==> src/hw/rtl/gbt_pkg.sv <==
`timescale 1ns / 1ps
// ----------------------------------------------------------------------------
// gbt_pkg: shared types and constants of the two-pass 3x3 Gaussian blur
// Register map, input op codes, queue depths and the control bundle that
// travels with every item from the front end to the filter passes.
// ----------------------------------------------------------------------------
package gbt_pkg;

    // Default line buffer depth (widest supported frame)
    localparam int MAX_WIDTH_DEF = 2048;

    // Queue between the front end and the filter passes
    localparam int MID_DEPTH = 4;
    // Result queue; also bounds the number of results in flight
    localparam int OUT_DEPTH = 16;

    // Configuration reset values
    localparam logic [11:0] CFG_WIDTH_RESET  = 12'd640;
    localparam logic [15:0] CFG_HEIGHT_RESET = 16'd480;

    // Register indexes
    typedef enum logic [0:0] {
        CFG_FRAME_WIDTH  = 1'b0,
        CFG_FRAME_HEIGHT = 1'b1
    } t_cfg_reg;

    // Input op codes
    localparam logic OP_PIXEL = 1'b0;
    localparam logic OP_FLUSH = 1'b1;

    // Border position of the window center
    typedef struct packed {
        logic x_first;
        logic x_last;
        logic y_first;
        logic y_last;
    } t_edge;

    // Per-item control from the front end
    typedef struct packed {
        logic  p2_step;    // item advances pass two
        t_edge e1;         // border flags of the pass one center
        t_edge e2;         // border flags of the pass two center
        logic  out_valid;  // item yields a result
        logic  last;       // result is the final pixel of the frame
    } t_ctrl;

endpackage

==> src/hw/rtl/gbt_front.sv <==
`timescale 1ns / 1ps
// ----------------------------------------------------------------------------
// gbt_front: frame tracking and item classification
// Holds the configuration, latches the frame size at the first pixel, drops
// bubbles and tags each item with line buffer pointers and border flags for
// both passes.
// ----------------------------------------------------------------------------
module gbt_front #(
    parameter int MAX_WIDTH = gbt_pkg::MAX_WIDTH_DEF
) (
    input  logic                 i_clk,
    input  logic                 i_rst_n,
    input  logic                 i_push,
    input  logic                 i_op,
    input  logic [7:0]           i_pixel_in,
    input  logic                 i_cfg_we,
    input  logic                 i_cfg_addr,
    input  logic [15:0]          i_cfg_data,
    input  logic                 i_q_full,
    output logic                 o_q_push,
    output logic [7:0]           o_q_pix,
    output logic [(MAX_WIDTH > 1 ? $clog2(MAX_WIDTH) : 1)-1:0] o_q_ptr1,
    output logic [(MAX_WIDTH > 1 ? $clog2(MAX_WIDTH) : 1)-1:0] o_q_ptr2,
    output gbt_pkg::t_ctrl       o_q_ctrl
);
    localparam int AW = (MAX_WIDTH > 1) ? $clog2(MAX_WIDTH) : 1;
    localparam int WW = $clog2(MAX_WIDTH + 1);
    localparam int LW = $clog2(MAX_WIDTH + 2);

    logic [11:0]   r_cfg_w;
    logic [15:0]   r_cfg_h;
    logic          r_busy, n_busy;
    logic [WW-1:0] r_aw, n_aw;
    logic [15:0]   r_ah, n_ah;
    logic [AW-1:0] r_xc, n_xc, r_xm, n_xm, r_xo, n_xo;
    logic [15:0]   r_yc, n_yc, r_ym, n_ym, r_yo, n_yo;
    logic [LW-1:0] r_clag, n_clag, r_mlag, n_mlag;

    logic [WW-1:0] w_clamp, aw;
    logic [15:0]   h_clamp, ah;
    logic [LW-1:0] lag;
    logic          in_frame, bubble, step, m_act, o_act;
    logic          xc_wrap, xm_wrap, xo_wrap, out_valid, last;

    // Configuration writes
    always_ff @(posedge i_clk) begin
        if (!i_rst_n) begin
            r_cfg_w <= gbt_pkg::CFG_WIDTH_RESET;
            r_cfg_h <= gbt_pkg::CFG_HEIGHT_RESET;
        end else if (i_cfg_we) begin
            unique case (gbt_pkg::t_cfg_reg'(i_cfg_addr))
                gbt_pkg::CFG_FRAME_WIDTH:  r_cfg_w <= i_cfg_data[11:0];
                gbt_pkg::CFG_FRAME_HEIGHT: r_cfg_h <= i_cfg_data;
                default: ;
            endcase
        end
    end

    // Bound the frame size: zero means one, width saturates at the buffer depth
    always_comb begin
        if (r_cfg_w == '0) w_clamp = WW'(1);
        else if (32'(r_cfg_w) > 32'(MAX_WIDTH)) w_clamp = WW'(MAX_WIDTH);
        else w_clamp = WW'(r_cfg_w);
        h_clamp = (r_cfg_h == '0) ? 16'd1 : r_cfg_h;
    end

    // Classify the offered item and work out counter updates
    always_comb begin
        aw        = r_busy ? r_aw : w_clamp;
        ah        = r_busy ? r_ah : h_clamp;
        lag       = LW'(aw) + LW'(1);
        in_frame  = (r_yc < ah);
        bubble    = (i_op == gbt_pkg::OP_FLUSH) && in_frame;
        step      = i_push && !i_q_full && !bubble;
        m_act     = (r_clag == lag);
        o_act     = m_act && (r_mlag == lag);
        xc_wrap   = (WW'(r_xc) == aw - WW'(1));
        xm_wrap   = (WW'(r_xm) == aw - WW'(1));
        xo_wrap   = (WW'(r_xo) == aw - WW'(1));
        out_valid = o_act && (r_yo < ah);
        last      = out_valid && xo_wrap && (r_yo == ah - 16'd1);

        n_busy = r_busy;
        n_aw   = r_aw;
        n_ah   = r_ah;
        n_xc   = r_xc;
        n_yc   = r_yc;
        n_xm   = r_xm;
        n_ym   = r_ym;
        n_xo   = r_xo;
        n_yo   = r_yo;
        n_clag = r_clag;
        n_mlag = r_mlag;

        if (step) begin
            n_busy = 1'b1;
            n_aw   = aw;
            n_ah   = ah;
            n_xc   = xc_wrap ? '0 : r_xc + AW'(1);
            if (xc_wrap && in_frame) n_yc = r_yc + 16'd1;
            if (!m_act) n_clag = r_clag + LW'(1);
            if (m_act) begin
                n_xm = xm_wrap ? '0 : r_xm + AW'(1);
                if (xm_wrap && (r_ym < ah)) n_ym = r_ym + 16'd1;
                if (!o_act) n_mlag = r_mlag + LW'(1);
            end
            if (o_act) begin
                n_xo = xo_wrap ? '0 : r_xo + AW'(1);
                if (xo_wrap && (r_yo < ah)) n_yo = r_yo + 16'd1;
            end
            // Frame done: return to the start state
            if (last) begin
                n_busy = 1'b0;
                n_xc   = '0;
                n_yc   = '0;
                n_xm   = '0;
                n_ym   = '0;
                n_xo   = '0;
                n_yo   = '0;
                n_clag = '0;
                n_mlag = '0;
            end
        end
    end

    // Frame state registers
    always_ff @(posedge i_clk) begin
        if (!i_rst_n) begin
            r_busy <= 1'b0;
            r_aw   <= WW'(1);
            r_ah   <= 16'd1;
            r_xc   <= '0;
            r_yc   <= '0;
            r_xm   <= '0;
            r_ym   <= '0;
            r_xo   <= '0;
            r_yo   <= '0;
            r_clag <= '0;
            r_mlag <= '0;
        end else begin
            r_busy <= n_busy;
            r_aw   <= n_aw;
            r_ah   <= n_ah;
            r_xc   <= n_xc;
            r_yc   <= n_yc;
            r_xm   <= n_xm;
            r_ym   <= n_ym;
            r_xo   <= n_xo;
            r_yo   <= n_yo;
            r_clag <= n_clag;
            r_mlag <= n_mlag;
        end
    end

    // Tag the item
    always_comb begin
        o_q_push                   = step;
        o_q_pix                    = i_pixel_in;
        o_q_ptr1                   = r_xc;
        o_q_ptr2                   = r_xm;
        o_q_ctrl.p2_step           = m_act;
        o_q_ctrl.e1.x_first        = (r_xm == '0);
        o_q_ctrl.e1.x_last         = xm_wrap;
        o_q_ctrl.e1.y_first        = (r_ym == '0);
        o_q_ctrl.e1.y_last         = (r_ym == ah - 16'd1);
        o_q_ctrl.e2.x_first        = (r_xo == '0);
        o_q_ctrl.e2.x_last         = xo_wrap;
        o_q_ctrl.e2.y_first        = (r_yo == '0);
        o_q_ctrl.e2.y_last         = (r_yo == ah - 16'd1);
        o_q_ctrl.out_valid         = out_valid;
        o_q_ctrl.last              = last;
    end

endmodule

==> config.mk <==
export PLATFORM = sky130hd
export DESIGN_NAME = gbt_front
export DESIGN_NICKNAME = d
export VERILOG_FILES = /design/src/hw/rtl/gbt_pkg.sv /design/src/hw/rtl/gbt_front.sv
export SDC_FILE = /design/constraint.sdc
export NUM_CORES = 1
export LEC_CHECK = 0
export BUFFER_PORTS_ARGS = -buffer_cell sky130_fd_sc_hd__buf_2
export CAP_MARGIN = 20
export CORE_AREA = 2 2 171 139
export DETAILED_ROUTE_END_ITERATION = 10
export DIE_AREA = 0 0 173 141
export PLACE_DENSITY = 0.84
export SLEW_MARGIN = 0
export SYNTH_ARGS = -nofsm -noshare
export SYNTH_HDL_FRONTEND = slang
export SYNTH_SLANG_ARGS = --single-unit
==> constraint.sdc <==
create_clock -name i_clk -period 12 [get_ports i_clk]
set_input_delay 0.6 -clock i_clk [delete_from_list [all_inputs] [get_ports i_clk]]
set_output_delay 0.6 -clock i_clk [all_outputs]
set_load 0.005 [all_outputs]
==> impl_metrics.tcl <==
set metrics [dict create \
    status "complete, no violations" \
    finClkSkew_ps 14.1 \
    cts-buffers-inserted 17 \
    core.rowCount 50 \
    synth_nets 1591 \
    required_ps 11400 \
    via_per_inst 6.55 \
    maxSlewViolCount 0 \
    antenna_found_initial 0 \
    power_frac_seq_pct 41.2 \
    wl_per_cell_um 20.5 \
    max_freq_mhz 151 \
    overflow 0 \
    worstPathCellList "buf_4, nor3b_1, or2_2, a21oi_4, inv_2, ha_1, o221ai_4, o311ai_0, nor4b_1, o21ai_0, nand4_1, or2_2, or3_1, inv_2, buf_2" \
    clk_path_buf_depth 2 \
    switchingPower_uw 405 \
    drt-met1-wl_mm 16.7 \
    holdBufCountCts 0 \
    num_vias 12000 \
    die-area_mm2 0.0244 \
    core_mm2 0.0229 \
    synth_cell_types 97 \
    period_minus_slack_ps 6600 \
    grt_pass1_wl_mm 60.1 \
    finalSetupTns_ps 0 \
    min_from "i_cfg_data[13]" \
    initialDrtViolationCount 1797 \
    whs_path_depth 3 \
    clk_latency_ps 450 \
    p_int_uw 966 \
    cts_tree "yes" \
    grt_max_degree 87 \
    crit_buf_inv 4 \
    min_to "r_cfg_h[13]$_SDFFE_PN0P_" \
    diodes 0 \
    max-vdd-ir-drop_v 0.0000952 \
    syn_area_mm2 0.0123 \
    dp.cells 1792 \
    finalPower_mw 1.37 \
    place.gp.congestion 1.04 \
    wl_met3_mm 4.55 \
    combinationalPowerShare_pct 18.3 \
    met2RoutedLength_mm 15.5 \
    rsz0062_at_grt "no" \
    synth_common_cells "162 x dfxtp_1, 153 x nand2_1, 104 x nor2_1" \
    synth_ff_type "dfxtp_1" \
    start_kind "flip-flop" \
    max_stage_delay_ps 780 \
    ys_ff_latch 162 \
    crit_fanout 86 \
    post_route_cells_drive_above_1_share_pct 11.6 \
    yosysTopAreaCell "dfxtp_1" \
    syn_avg_cell_area_um2 8.21 \
    firstDrtPassIters 6 \
    synthTopCellsByArea "dfxtp_1 26%, xnor2_1 6.6%, ha_1 6.3%, nand2_1 4.7%, xnor3_1 4.4%" \
    p_leak_nw 5.25 \
    area_growth_syn_to_layout_pct 7.53 \
    die_x_um 173 \
    post_cts_resized 0 \
    start_util_pct 53.7 \
    synth_warnings 0 \
    synth.most_common_cell "dfxtp_1" \
    ff2ff_setup_slack_ps 5840 \
    cts-root-buf "clkbuf_16" \
    ios 73 \
    cp_num_cells 15 \
    slowest_stage "or2_2" \
    cts_sinks 162 \
    synth_top_area_share_pct 26.4 \
    synth-async-reset-ratio_pct 0 \
    nets 1593 \
    ys_seq_area_share_pct 26.4 \
    finalSetupViolations 0 \
    max_slew_margin_pct 33.7 \
    r2r_start "r_busy$_SDFFE_PN0P_" \
    clkTransAtPathRegs_ps 70 \
    grt_pass1_vias 11000 \
    synth_edf_count 0 \
    htreeDepth 4 \
    cp_top_family "simple AND/OR/NAND/NOR gates" \
    io_buffers 56 \
    switching_share_pct 29.6 \
    end_kind "output pin" \
    drtAntennaViolNets 0 \
    die_h_um 141 \
    finalWirelength_mm 37.4 \
    crit_type "flip-flop to output pin" \
    reg2regPathDepth 16 \
    dp_hpwl_mm 27.4 \
    maxCapViolations 0 \
    grt_use_total_pct 30.7 \
    timing.rr.end "r_ym[2]$_SDFFE_PN0P_" \
    hold_class "primary input to flip-flop" \
    worst_pin_slew_ps 995 \
    hold_viol 0 \
    final_cells 1824 \
    cts_setup_buffers 0 \
    clkPwrFrac_pct 40.5 \
    arrival_ps 6000 \
    finalCritPeriodShare_pct 55.0 \
    power.density_mw_per_mm2 104 \
    drc 0 \
    synthCells 1498 \
    maxUsedRoutingLayer "met4" \
]
==> cell families (layout without fill, tap and decap cells) <==
logic type	Yosys count	after routing	synth area share, %
and+or+nand+nor	646	646	28.6
AOI/OAI and AO/OA	323	323	18.5
DFF	162	162	26.4
buffers and inverters	144	158	5.74
xor gates and xnor gates	139	139	12.6
adders and majority gates	62	62	6.30
muxes	22	22	1.89
==> worst max path at each step <==
| stage | start | end |
|---|---|---|
| floorplan | r_cfg_h[7]$_SDFFE_PN1P_ | o_q_ctrl[0] |
| global placement | r_busy$_SDFFE_PN0P_ | o_q_ctrl[0] |
| detailed placement | r_busy$_SDFFE_PN0P_ | r_ym[2]$_SDFFE_PN0P_ |
| CTS | r_busy$_SDFFE_PN0P_ | o_q_ctrl[0] |
| global route | r_busy$_SDFFE_PN0P_ | o_q_ctrl[0] |
| finish | r_busy$_SDFFE_PN0P_ | o_q_ctrl[0] |
==> through the flow <==
step	setup slack [ps]	util, %	cell area, um2	hold WS, ps
floorplan	6990	-	12300	437
global placement	5870	55.1	12600	460
detailed placement	6030	55.1	12600	471
CTS	5560	57.7	13200	391
global route	5040	57.8	13200	406
finish	5400	57.8	13200	394
==> power groups by stage <==
stage	combinational (mW)	sequential (mW)	clock, mW
2_1_floorplan	0.184	0.570	0
3_3_place_gp	0.236	0.575	0
3_5_place_dp	0.240	0.575	0
4_1_cts	0.243	0.563	0.560
5_1_grt	0.270	0.565	0.580
6_report	0.251	0.564	0.556
==> routing by layer <==
metal | vias up | global-route usage [%]
met2 | 719 | 44.0
li1 | 5535 | -
met3 | 74 | 7.85
met4 | 0 | 8.56
met5 | - | 0
met1 | 5625 | 45.1
==> final cells by class <==
class,count,area [um2]
clock inverter,11,128
fill,2091,9670
clock buffer,20,457
timing repair buffer,82,484
multi-input combinational,1192,8360
inverter,45,169
sequential,162,3240
tap,312,390
==> sequential cells by signal, summed over array words and instances, names as in the netlist <==
name      count
r_ah         16
r_xo         11
r_busy        1
r_cfg_h      16
r_mlag       12
r_aw         12
r_cfg_w      12
r_clag       12
o_q_ptr1     11
r_ym         16
o_q_ptr2     11
r_yo         16
r_yc         16
==> placed cells by master (no fill, tap or decap), types with 18 or more instances in the layout <==
cell      synthesis  final
o21ai_0          35     35
and3_1           47     47
a211oi_1         36     36
o31ai_1          19     19
nor3_1           46     46
inv_1            43     41
buf_4            15     24
dfxtp_1         162    161
a21oi_1          89     89
buf_2             9     56
nand3_1          71     71
ha_1             62     62
xnor2_1          93     93
a21o_1           18     18
xor2_1           22     22
nor4_1           34     34
nand4_1          46     46
nand2_1         153    153
and2_1           18     18
xnor3_1          24     24
nor2_1          104    103
==> worst min-delay path, cell delays in order <==
cell     delay, ps
buf_2           90
nand2_1         50
a21oi_1         50
Note: power is estimated with default switching activity, not from simulation.
