File: src/hw/rtl/gbt_fifo.sv
`timescale 1ns / 1ps
// ----------------------------------------------------------------------------
// gbt_fifo: small register queue
// Power-of-two depth, head entry visible on the read side while not empty.
// ----------------------------------------------------------------------------
module gbt_fifo #(
    parameter int WIDTH = 8,
    parameter int DEPTH = 4
) (
    input  logic             i_clk,
    input  logic             i_rst_n,
    input  logic             i_push,
    input  logic [WIDTH-1:0] i_data,
    output logic             o_full,
    input  logic             i_pop,
    output logic [WIDTH-1:0] o_data,
    output logic             o_empty
);
    localparam int PW = (DEPTH > 1) ? $clog2(DEPTH) : 1;
    localparam int CW = $clog2(DEPTH + 1);

    logic [WIDTH-1:0] r_mem [DEPTH];
    logic [PW-1:0]    r_wr;
    logic [PW-1:0]    r_rd;
    logic [CW-1:0]    r_cnt;
    logic             wr_en;
    logic             rd_en;

    assign o_full  = (r_cnt == CW'(DEPTH));
    assign o_empty = (r_cnt == '0);
    assign wr_en   = i_push && !o_full;
    assign rd_en   = i_pop && !o_empty;
    assign o_data  = r_mem[r_rd];

    // Advance pointers and count
    always_ff @(posedge i_clk) begin
        if (!i_rst_n) begin
            r_wr  <= '0;
            r_rd  <= '0;
            r_cnt <= '0;
        end else begin
            if (wr_en) r_wr <= r_wr + PW'(1);
            if (rd_en) r_rd <= r_rd + PW'(1);
            if (wr_en && !rd_en) r_cnt <= r_cnt + CW'(1);
            else if (rd_en && !wr_en) r_cnt <= r_cnt - CW'(1);
        end
    end

    // Store entries
    always_ff @(posedge i_clk) begin
        if (wr_en) r_mem[r_wr] <= i_data;
    end

endmodule

File: config.mk
export PLATFORM = sky130hd
export DESIGN_NAME = gbt_fifo
export DESIGN_NICKNAME = d
export VERILOG_FILES = /design/src/hw/rtl/gbt_fifo.sv
export SDC_FILE = /design/constraint.sdc
export NUM_CORES = 1
export LEC_CHECK = 0
export ABC_AREA = 0
export BUFFER_PORTS_ARGS = -buffer_cell sky130_fd_sc_hd__buf_4
export CAP_MARGIN = 5
export CORE_MARGIN = 1
export CORE_UTILIZATION = 40
export DETAILED_ROUTE_END_ITERATION = 10
export SLEW_MARGIN = 20
export SYNTH_ARGS = -nofsm -noshare
export SYNTH_HDL_FRONTEND = slang
export SYNTH_SLANG_ARGS = --single-unit
File: constraint.sdc
create_clock -name i_clk -period 4.78 [get_ports i_clk]
set_input_delay 0.239 -clock i_clk [delete_from_list [all_inputs] [get_ports i_clk]]
set_output_delay 0.239 -clock i_clk [all_outputs]
set_load 0.02 [all_outputs]
==> metrics.md, run 1 <==
| Metric | Value |
|---|---|
| Static Leak | `0.688 nW` |
| Clock tree buffer depth | `2` |
| H-Tree Level Count | `2` |
| DRT iter0 DRCs | `between 50 and 60` |
| Design area | `0.00192 mm^2` |
| Area occupied by multi-input gates | `463 um^2` |
| Total grt overflow | `0` |
| Layout filler cell count | `335` |
| Clock Latency Late Sink | `290 ps` |
| Ant. Diodes | `0` |
| Netlist cell types | `23` |
| Fin util | `between 50% and 60%` |
| Worst hold margin | `148 ps` |
| CP Capture Type | `flop` |
| Total die area | `approximately 0.0044 mm^2` |
| CTS tree | `done` |
| CP Class | `flop to flop` |
| Critical path origin | `r_cnt[0]$_SDFFE_PN0P_` |
| Commonest non-fill, non-tap cell in the layout | `edfxtp_1` |
| Largest net degree at the start of global routing | `13` |
| Asr flop ratio synth | `0%` |
| Max VDD drop | `233 uV` |
| Via-per-instance ratio | `5.02` |
| Post-DP HPWL | `roughly 1700 um` |
| Row count | `22` |
| Syn_area_per_cell | `approximately 18 um^2` |
| Chip height | `66.0 um` |
| Place WS | `between 2000 and 2500 ps` |
| Final nets | `132` |
| PostCTS Resize Cnt | `0` |
| Power Total | `around 1000 uW` |
| Setup WS post-layout | `2450 ps` |
| Max_slew headroom | `roughly 62%` |
| Placed inst area | `0.00183 mm^2` |
| Area Overhead vs Synth | `16.9%` |
| Setup TNS | `0 ps` |
| Hold Path Origin | `i_data[5]` |
| Initial antenna violation count | `0` |
| Worst min path class | `input pin to flop` |
| Clk sink count | `41` |
| Yosys Warn Count | `0` |
| Synth Instances | `90` |
| Setup Fix Bufs, Post-CTS | `0` |
| Clk_skew | `3.31 ps` |
| CP Launch Type | `flop` |
| Wirelength per Cell | `~16 um` |
| Fin. max-slew vios | `0` |
| Final Hold Fails | `0` |
| DRC violations left | `0` |
| Clk slew on worst S/H paths | `70 ps` |
| Placed cell count | `155` |
| Fin crit period | `2330 ps` |
| Achievable frequency | `between 400 and 500 MHz` |
| Post-synthesis sequential area ratio | `69.6%` |
| Worst Path Required | `5000 ps` |
| CORE AREA | `0.00380 mm^2` |
| Most frequent cells in the layout | `edfxtp_1, buf_4, dfxtp_1, mux4_2, and2_1` |
| EDFF count, synth | `32` |
| Gpl congestion | `0.667` |
| Max Cap Viol | `0` |
| Final setup vio count | `0` |
| First-pass GRT wire length | `4220 um` |
| Post-Route WL | `2570 um` |
| DR pass1 iterations | `6` |
| Proportion of layout cells with a drive suffix above 1 | `33.0%` |
| Maximum net fanout on the critical path | `7` |
| Initial core utilization | `between 40% and 50%` |
| Root buffer selected by CTS | `clkbuf_8` |
| Number of I/O port buffers | `21` |
| RSZ-0062 raised after global routing | `no` |
| # hold bufs at CTS | `0` |
| Post-route ant nets | `0` |
| DR vias | `819` |
| Syn nets | `108` |
| Period utilization | `48.8%` |
| Num CTS Buffers | `5` |
| Critical Path AT | `2560 ps` |
| Fin cells | `between 150 and 200` |
| Worst Tran Pin Value | `about 560 ps` |
| Die Wd | `66.0 um` |
| Post-synthesis register bit count | `41` |
| # IOs | `22` |
| Outcome | `complete, no violations` |
| Cell Area, Synth | `0.00164 mm^2` |
| Vias in the first global route | `871` |
| FF/Latch Area | `about 0.0011 mm^2` |
| Overall global routing resource usage | `14.0%` |
| Worst r2r src | `r_cnt[0]$_SDFFE_PN0P_` |
| Top_reg_cell synth | `edfxtp_1` |
| Pwr dens | `521 mW/mm^2` |
==> path summary, 6_finish.rpt <==
kind / slack, ps / to / cells after the start
setup / recovery: 2450 / r_cnt[2]$_SDFFE_PN0P_ / 8
hold reg to reg: 500 / r_wr[0]$_SDFFE_PN0P_ / 2
hold / removal: 150 / r_mem[1][5]$_DFFE_PP_ / 1
setup reg to reg: 2450 / r_cnt[2]$_SDFFE_PN0P_ / 8
==> layout make-up <==
class | instances | area share (%)
Tap cell | 48 | 3.14
Multi-Input combinational cell | 42 | 24.2
Timing Repair Buffer | 21 | 8.23
Inverter | 3 | 0.588
Sequential cell | 41 | 59.6
Clock buffer | 6 | 3.79
Clock inverter | 2 | 0.523
==> cell families after synthesis <==
kind of cell / after synthesis / synth area share (%)
AOI/OAI and AO/OA: 4 / 2.06
xor gates and xnor gates: 4 / 2.14
adders and majority gates: 6 / 5.04
buffers and inverters: 7 / 2.14
DFF: 41 / 69.6
muxes: 11 / 12.8
and+or+nand+nor: 17 / 6.18
==> synth_stat cells, types with 2 or more instances <==
library cell   n  area (um^2)
nor2b_1        2         12.5
ha_1           5         62.6
dfxtp_1        9          180
nand2_1        4         15.0
mux4_2         8          180
and2_1         8         50.1
xnor2_1        3         26.3
mux2i_1        3         30.0
inv_1          3         11.3
edfxtp_1      32          961
==> where the power goes <==
| group | switching [mW] | internal (mW) | leakage, nW |
|---|---|---|---|
| sequential | 0.0527 | 0.438 | 0.367 |
| combinational | 0.138 | 0.156 | 0.276 |
| clock | 0.112 | 0.101 | 0.0450 |
==> layer usage <==
metal / routed length (um) / share of wire [%] / track usage (%)
met5: 0 / 0 / 0
met4: 42 / 1.6 / 4.79
met3: 103 / 4.0 / 5.69
met2: 1390 / 54 / 23.9
met1: 1040 / 40 / 15.7
==> critical path, cell delays in order, from the launching register on <==
cell and delay, ps:
dfxtp_1 500, nor3b_2 100, nor2b_1 380, ha_1 260, inv_1 60, fa_1 370
xor2_1 160, or3_1 310, a21boi_1 140
==> sequential cells by signal, summed over array words and instances, names as in the netlist, named ones only <==
| name | cells |
|---|---|
| r_cnt | 3 |
| r_rd | 2 |
| r_wr | 2 |
| r_mem | 32 |
No activity file was read; power rests on OpenSTA's default activity.
==> run 2: changes to the inputs <==
--- a/config.mk
+++ b/config.mk
@@ -5,7 +5,7 @@
 export SDC_FILE = /design/constraint.sdc
 export NUM_CORES = 1
 export LEC_CHECK = 0
-export ABC_AREA = 0
+export ABC_AREA = 1
 export BUFFER_PORTS_ARGS = -buffer_cell sky130_fd_sc_hd__buf_4
 export CAP_MARGIN = 5
 export CORE_MARGIN = 1
==> constraint.sdc (replaced) <==
create_clock -name i_clk -period 2.1 [get_ports i_clk]
set_input_delay 0.105 -clock i_clk [delete_from_list [all_inputs] [get_ports i_clk]]
set_output_delay 0.105 -clock i_clk [all_outputs]
set_load 0.02 [all_outputs]
==> metrics.md, run 2 <==
| Metric | Value |
|---|---|
| Proportion of layout cells with a drive suffix above 1 | `21.9% (-11 points)` |
| Num CTS Buffers | `5 (unchanged)` |
| Post-DP HPWL | `2140 um (+23%)` |
| Overall global routing resource usage | `15.6% (+1.6 points)` |
| Static Leak | `0.798 nW (+16%)` |
| Fin crit period | `1870 ps (-458 ps)` |
| Area share of the largest cell type after synthesis | `57.0% (-1.6 points)` |
| Largest net degree at the start of global routing | `17 (+4)` |
| Chip height | `66.9 um (+1.4%)` |
| Period utilization | `89.2% (+40 points)` |
| Max Cap Viol | `0 (unchanged)` |
| Syn nets | `164 (+52%)` |
| EDFF count, synth | `32 (unchanged)` |
| Top_reg_cell synth | `edfxtp_1` |
| Cell Area, Synth | `0.00169 mm^2 (+2.8%)` |
| Fin. max-slew vios | `0 (unchanged)` |
| Clock Latency Late Sink | `280 ps (about the same)` |
| Layout filler cell count | `378 (+13%)` |
| Final Hold Fails | `0 (unchanged)` |
| Clock tree buffer depth | `2 (unchanged)` |
| Worst min path class | `input pin to flop` |
| Pwr dens | `1170 mW/mm^2 (+130%)` |
| Post-synthesis sequential area ratio | `67.7% (-1.9 points)` |
| Post-synthesis register bit count | `41 (unchanged)` |
| Synth Instances | `146 (+62%)` |
| Total die area | `0.00448 mm^2 (+2.7%)` |
| Worst Tran Pin Value | `362 ps (-201 ps)` |
| Worst reg2reg path endpoint | `r_cnt[1]$_SDFFE_PN0P_` |
| Asr flop ratio synth | `0% (unchanged)` |
| Synth top area cells | `edfxtp_1, dfxtp_1, nor2_1, o21ai_0, inv_1` |
| Largest reg by FF count | `r_mem` |
| WHS Endpoint | `r_mem[1][5]$_DFFE_PP_` |
| Hold Path Origin | `i_data[5]` |
| Critical Path AT | `2050 ps (-510 ps)` |
| Max incr delay on CP | `410 ps (-90 ps)` |
| Maximum net fanout on the critical path | `5 (-2)` |
| Max_slew headroom | `75.8% (+13 points)` |
| Post-route ant nets | `0 (unchanged)` |
| Area Overhead vs Synth | `18.9%` |
| Total grt overflow | `0 (unchanged)` |
| Final setup vio count | `0 (unchanged)` |
| DRT iter0 DRCs | `47 (-9.6%)` |
| Via-per-instance ratio | `4.94 (-1.7%)` |
| CP Launch Type | `flop` |
| Syn_area_per_cell | `11.5 um^2 (-37%)` |
| CORE AREA | `0.00403 mm^2 (+6.1%)` |
| Largest area contributor in the netlist | `edfxtp_1` |
| First-pass GRT wire length | `4930 um (+17%)` |
| RSZ-0062 raised after global routing | `no` |
| Most numerous cell in the Yosys netlist | `edfxtp_1` |
| Row count | `23 (+4.5%)` |
| Post-Route WL | `3080 um (+20%)` |
| Max VDD drop | `542 uV (+130%)` |
| Commonest non-fill, non-tap cell in the layout | `edfxtp_1` |
| R2R Setup Slk | `230 ps (-2220 ps)` |
| Yosys Warn Count | `0 (unchanged)` |
| DRC violations left | `0 (unchanged)` |
| # IOs | `22 (unchanged)` |
| Crit path cell chain | `nor2_1 -> nand2_1 -> nand2_2 -> inv_1 -> ha_1 -> inv_1 -> fa_1 -> o21ai_0 -> nor2_1` |
| Hold path depth | `1 (unchanged)` |
| Clk slew on worst S/H paths | `80 ps (about the same)` |
| CP Class | `flop to flop` |
| Worst hold margin | `16.1 ps (-132 ps)` |
| Achievable frequency | `534 MHz (+24%)` |
| DR pass1 iterations | `4 (-2)` |
| Wirelength per Cell | `13.5 um (-14%)` |
| Root buffer selected by CTS | `clkbuf_8` |
| Die Wd | `66.9 um (+1.4%)` |
| Netlist cell types | `18 (-22%)` |
| Worst-case reg-to-reg path depth | `9 (+1)` |
| Most frequent cells in the layout | `edfxtp_1, nor2_1, buf_4, inv_1` |
| Outcome | `complete, no violations` |
| Gpl congestion | `0.700 (+4.9%)` |
| H-Tree Level Count | `2 (unchanged)` |
| Worst Path Required | `2280 ps (-2720 ps)` |
| Initial core utilization | `41.8% (-1.3 points)` |
| Final nets | `195 (+48%)` |
| Ant. Diodes | `0 (unchanged)` |
| CP Capture Type | `flop` |
| Largest regs | `r_mem (32), r_cnt (3)` |
| Clk_skew | `9.51 ps (+6.20 ps)` |
| DR vias | `1,126 (+37%)` |
| Initial antenna violation count | `0 (unchanged)` |
| Worst path slowest cell | `fa_1` |
| Number of I/O port buffers | `21 (unchanged)` |
| Vias in the first global route | `1,118 (+28%)` |
| Commonest cells in the netlist | `edfxtp_1, nor2_1, inv_1` |
| Worst r2r src | `r_cnt[1]$_SDFFE_PN0P_` |
| CTS tree | `done` |
| Largest register FFs | `32 (unchanged)` |
| Setup TNS | `0 ps (unchanged)` |
| Clk sink count | `41 (unchanged)` |
-- run 2: changes by cell type in the layout (fill, tap and decap cells not counted), moves of 3 or more --
cell     before  now
mux4_2        8    0
and2_1        8    0
nor2_1        0   30
buf_4        21   26
o22ai_1       0    8
o21ai_0       1   13
a21oi_1       0    3
nand3_1       0    4
mux2i_1       3    0
o21ai_2       0    3
nand2_1       4   13
inv_1         3   17
xnor2_1       3    0
-- run 2: power breakdown --
group | switching [mW] | internal, mW | total, mW
combinational | 0.486 | 0.311 | 0.797
sequential | 0.0782 | 0.997 | 1.08
clock | 0.245 | 0.233 | 0.478
-- run 2: through the flow --
stage	utilization, %	total power [mW]	setup slack [ps]	cell area [um^2]	std cells
2_1_floorplan	-	1.60	407	1690	146
6_report	49.7	2.35	227	2000	228
5_1_grt	49.7	2.51	26.0	2000	228
4_1_cts	49.7	2.37	225	2000	228
3_3_place_gp	47.7	1.85	333	1920	220
3_5_place_dp	47.7	1.90	237	1920	220
-- run 2: worst max-delay path by stage --
stage	start	cells past startpoint	end	slack, ps
5_1_grt	r_cnt[1]$_SDFFE_PN0P_	13	r_cnt[2]$_SDFFE_PN0P_	30
3_5_place_dp	r_cnt[0]$_SDFFE_PN0P_	9	r_cnt[1]$_SDFFE_PN0P_	240
3_3_place_gp	r_cnt[0]$_SDFFE_PN0P_	13	r_cnt[2]$_SDFFE_PN0P_	330
6_report	r_cnt[1]$_SDFFE_PN0P_	9	r_cnt[1]$_SDFFE_PN0P_	230
4_1_cts	r_cnt[0]$_SDFFE_PN0P_	13	r_cnt[2]$_SDFFE_PN0P_	230
2_1_floorplan	r_cnt[0]$_SDFFE_PN0P_	13	r_cnt[2]$_SDFFE_PN0P_	410
-- run 2: critical path: cells and delay by family (launching register included) --
family | cells | cell delay, ps
AOI/OAI and AO/OA | 1 | 160
adders and majority gates | 2 | 620
buffers and inverters | 2 | 170
DFF | 1 | 340
and+or+nand+nor | 4 | 480
-- run 2: cell families after synthesis --
logic type	after synthesis	share of synthesized area, %
compound gates	28	9.58
xor+xnor	1	0.520
fa+ha+maj	6	4.90
buf+inv	20	5.34
flops	41	67.7
simple gates	50	12.0
-- run 2: what timing repair did --
item	CTS	global route
hold buffers	0	0
setup buffers	0	0
endpoints found under the setup margin	0	1
resized for setup	0	1
-- run 2: layout make-up --
cell class                      count  area [um^2]  share of cell area, %
Clock inverter                      1         5.00                  0.250
Timing Repair Buffer               26          195                   9.74
Clock buffer                        7         76.3                   3.81
Multi-Input combinational cell     85          454                   22.7
Inverter                           18         67.6                   3.37
Sequential cell                    41         1140                   57.0
Tap cell                           50         62.6                   3.12
-- run 2: layer usage --
layer  vias to the layer above  global-route usage, %  part of all wire (%)
met5                         -                      0                     0
met4                         0                   4.79                  0.39
met3                         2                   4.45                   4.0
met2                        26                   27.7                    53
met1                       540                   17.9                    43
li1                        558                      -                     -
==> run 3: changes to the inputs <==
--- a/config.mk
+++ b/config.mk
@@ -9,8 +9,9 @@
 export BUFFER_PORTS_ARGS = -buffer_cell sky130_fd_sc_hd__buf_4
 export CAP_MARGIN = 5
 export CORE_MARGIN = 1
-export CORE_UTILIZATION = 40
+export CORE_UTILIZATION = 50
 export DETAILED_ROUTE_END_ITERATION = 10
+export PLACE_DENSITY = 0.73
 export SLEW_MARGIN = 20
 export SYNTH_ARGS = -nofsm -noshare
 export SYNTH_HDL_FRONTEND = slang
==> metrics.md, run 3 (same netlist as run 2, synthesis figures left out) <==
| Metric | Value |
|---|---|
| Worst r2r src | `r_cnt[0]$_SDFFE_PN0P_` |
| Wirelength per Cell | `13.2 um (-2.3%)` |
| Grt met2 use | `34.9% (+7.3 points)` |
| CTS tree | `done` |
| Worst hold margin | `33.0 ps (+16.9 ps)` |
| Setup TNS | `0 ps (unchanged)` |
| Critical Path AT | `2150 ps (+100 ps)` |
| Number of I/O port buffers | `21 (unchanged)` |
| Post-DP HPWL | `2080 um (-3.1%)` |
| Clk slew on worst S/H paths | `100 ps (+20 ps)` |
| H-Tree Level Count | `2 (unchanged)` |
| Total die area | `0.00361 mm^2 (-19%)` |
| Largest reg by FF count | `r_mem` |
| Busiest grt layer | `met2` |
| WHS Endpoint | `r_cnt[2]$_SDFFE_PN0P_` |
| CP Launch Type | `flop` |
| Fin cells | `231 (+1.3%)` |
| Outcome | `complete, no violations` |
| Die Wd | `60.1 um (-10%)` |
| Largest net degree at the start of global routing | `17 (unchanged)` |
| Clock Latency Late Sink | `340 ps (+60 ps)` |
| Global Route met1 Usage | `22.9% (+5.0 points)` |
| Clk_skew | `7.26 ps (-2.25 ps)` |
| Worst-case reg-to-reg path depth | `13 (+4)` |
| Max_slew headroom | `75.3% (-0.48 points)` |
| FF/Latch Area | `0.00114 mm^2 (-0.11%)` |
| Worst reg2reg path endpoint | `r_cnt[2]$_SDFFE_PN0P_` |
| Clk sink count | `41 (unchanged)` |
| Worst Path Required | `2340 ps (+60 ps)` |
| R2R Setup Slk | `190 ps (-40 ps)` |
| Pwr dens | `1100 mW/mm^2 (-6.5%)` |
| Post-Route WL | `3050 um (-1.0%)` |
| Placed cell count | `215 (-2.3%)` |
| CP Depth | `13 (+4)` |
| Root buffer selected by CTS | `clkbuf_4` |
| Ant. Diodes | `0 (unchanged)` |
| Commonest non-fill, non-tap cell in the layout | `edfxtp_1` |
| Period utilization | `90.9% (+1.7 points)` |
| Layout filler cell count | `231 (-39%)` |
| CORE AREA | `0.00313 mm^2 (-22%)` |
| Area occupied by multi-input gates | `454 um^2 (unchanged)` |
| Vias in the first global route | `1,105 (-1.2%)` |
| Final setup vio count | `0 (unchanged)` |
| Most frequent cells in the layout | `edfxtp_1, nor2_1, buf_4, inv_1, nand2_1` |
| Total grt overflow | `0 (unchanged)` |
| Achievable frequency | `524 MHz (-1.8%)` |
| DR pass1 iterations | `4 (unchanged)` |
| First-pass GRT wire length | `4920 um (-0.14%)` |
| Via-per-instance ratio | `4.96 (+0.37%)` |
| Setup WS post-layout | `192 ps (-35.1 ps)` |
| DRC violations left | `0 (unchanged)` |
| Fin. max-slew vios | `0 (unchanged)` |
| Hold Path Origin | `i_rst_n` |
| Largest delay contributor family on the critical path | `simple AND/OR/NAND/NOR gates` |
| Max VDD drop | `608 uV (+12%)` |
| Largest register FFs | `32 (unchanged)` |
| Max Cap Viol | `0 (unchanged)` |
| Place WS | `209 ps (-28.5 ps)` |
| Final nets | `204 (+4.6%)` |
| DR vias | `1,145 (+1.7%)` |
| Crit path top cell by count | `nand2_1` |
| Final Hold Fails | `0 (unchanged)` |
| Worst path slowest cell | `dfxtp_1` |
| Gpl congestion | `0.778 (+11%)` |
| Routing usage on met3 | `6.06% (+1.6 points)` |
| Largest regs | `r_mem (32), r_cnt (3)` |
| Worst Tran Pin Value | `369 ps (+7.16 ps)` |
| Post-route ant nets | `0 (unchanged)` |
| # IOs | `22 (unchanged)` |
| Maximum net fanout on the critical path | `5 (unchanged)` |
| Worst min path class | `input pin to flop` |
| Chip height | `60.1 um (-10%)` |
| DRT iter0 DRCs | `50 (+6.4%)` |
| Fin crit period | `1910 ps (+35.1 ps)` |
| Hold path depth | `3 (+2)` |
| CP Class | `flop to flop` |
| Crit path cell chain | `nor2_1 -> nand2_1 -> nand2_2 -> inv_1 -> ha_1 -> inv_1 -> fa_1 -> inv_1 -> nand2_1 -> nand3_1 -> nand2_1 -> nand2_1 -> nor2_1` |
| Initial core utilization | `53.9% (+12 points)` |
| Static Leak | `0.826 nW (+3.5%)` |
| Worst Path Buf+Inv | `3 (+1)` |
| Area Overhead vs Synth | `21.8%` |
| Num CTS Buffers | `5 (unchanged)` |
| Initial antenna violation count | `0 (unchanged)` |
| Overall global routing resource usage | `20.0% (+4.4 points)` |
| Proportion of layout cells with a drive suffix above 1 | `21.4% (-0.52 points)` |
| RSZ-0062 raised after global routing | `no` |
| Row count | `20 (-13%)` |
| CP Capture Type | `flop` |
| Max incr delay on CP | `400 ps (about the same)` |
| Clock tree buffer depth | `2 (unchanged)` |
run 3: changes by cell type in the layout (fill, tap and decap cells not counted):
cell | previous run | this run
o21ai_1 | 1 | 2
clkinv_2 | 1 | 2
clkbuf_8 | 5 | 0
buf_4 | 26 | 27
dfxtp_2 | 1 | 0
dlygate4sd3_1 | 0 | 8
o21ai_0 | 13 | 12
clkbuf_1 | 2 | 1
dfxtp_1 | 8 | 9
clkbuf_4 | 0 | 5
run 3: how the worst max path moves through the flow:
stage | start | end | slack, ps
2_1_floorplan | r_cnt[0]$_SDFFE_PN0P_ | r_cnt[2]$_SDFFE_PN0P_ | 410
3_5_place_dp | r_cnt[1]$_SDFFE_PN0P_ | r_cnt[1]$_SDFFE_PN0P_ | 210
3_3_place_gp | r_cnt[1]$_SDFFE_PN0P_ | r_cnt[1]$_SDFFE_PN0P_ | 330
5_1_grt | r_cnt[0]$_SDFFE_PN0P_ | r_cnt[2]$_SDFFE_PN0P_ | 20
4_1_cts | r_cnt[1]$_SDFFE_PN0P_ | r_cnt[1]$_SDFFE_PN0P_ | 190
6_report | r_cnt[0]$_SDFFE_PN0P_ | r_cnt[2]$_SDFFE_PN0P_ | 190
run 3: routing by layer:
metal	wire length (um)	vias up
met5	0	-
met3	103	2
met2	1540	18
met4	23	0
li1	-	576
met1	1380	549
run 3: area by class of cell:
cell class / instances / area share, %
clock inverter: 2 / 0.488
tap: 44 / 2.68
timing repair buffer: 35 / 13.8
sequential: 41 / 55.6
clock buffer: 6 / 2.01
inverter: 18 / 3.29
multi-input combinational: 85 / 22.1
run 3: through the flow:
stage | power (mW) | instance area [um^2] | util [%]
global route | 2.40 | 2050 | 65.6
detailed placement | 1.90 | 1920 | 61.4
finish | 2.25 | 2050 | 65.6
floorplan | 1.60 | 1690 | -
global placement | 1.85 | 1920 | 61.4
CTS | 2.26 | 2050 | 65.6
run 3: tightest hold or removal path: stages:
cell	delay, ps
buf_4	130
nand2_1	60
nor2_1	30
run 3: where the power goes:
group / leakage (nW) / switching [mW] / internal [mW]
sequential: 0.367 / 0.0786 / 0.995
combinational: 0.427 / 0.490 / 0.327
clock: 0.0320 / 0.235 / 0.128
total: 0.826 / 0.803 / 1.45
run 3: repair_timing:
action	in CTS	in global routing
gates resized for setup	0	1
buffers inserted	0	0
endpoints found under the setup margin	0	1
hold endpoints to repair	32	0
hold buffers	8	0
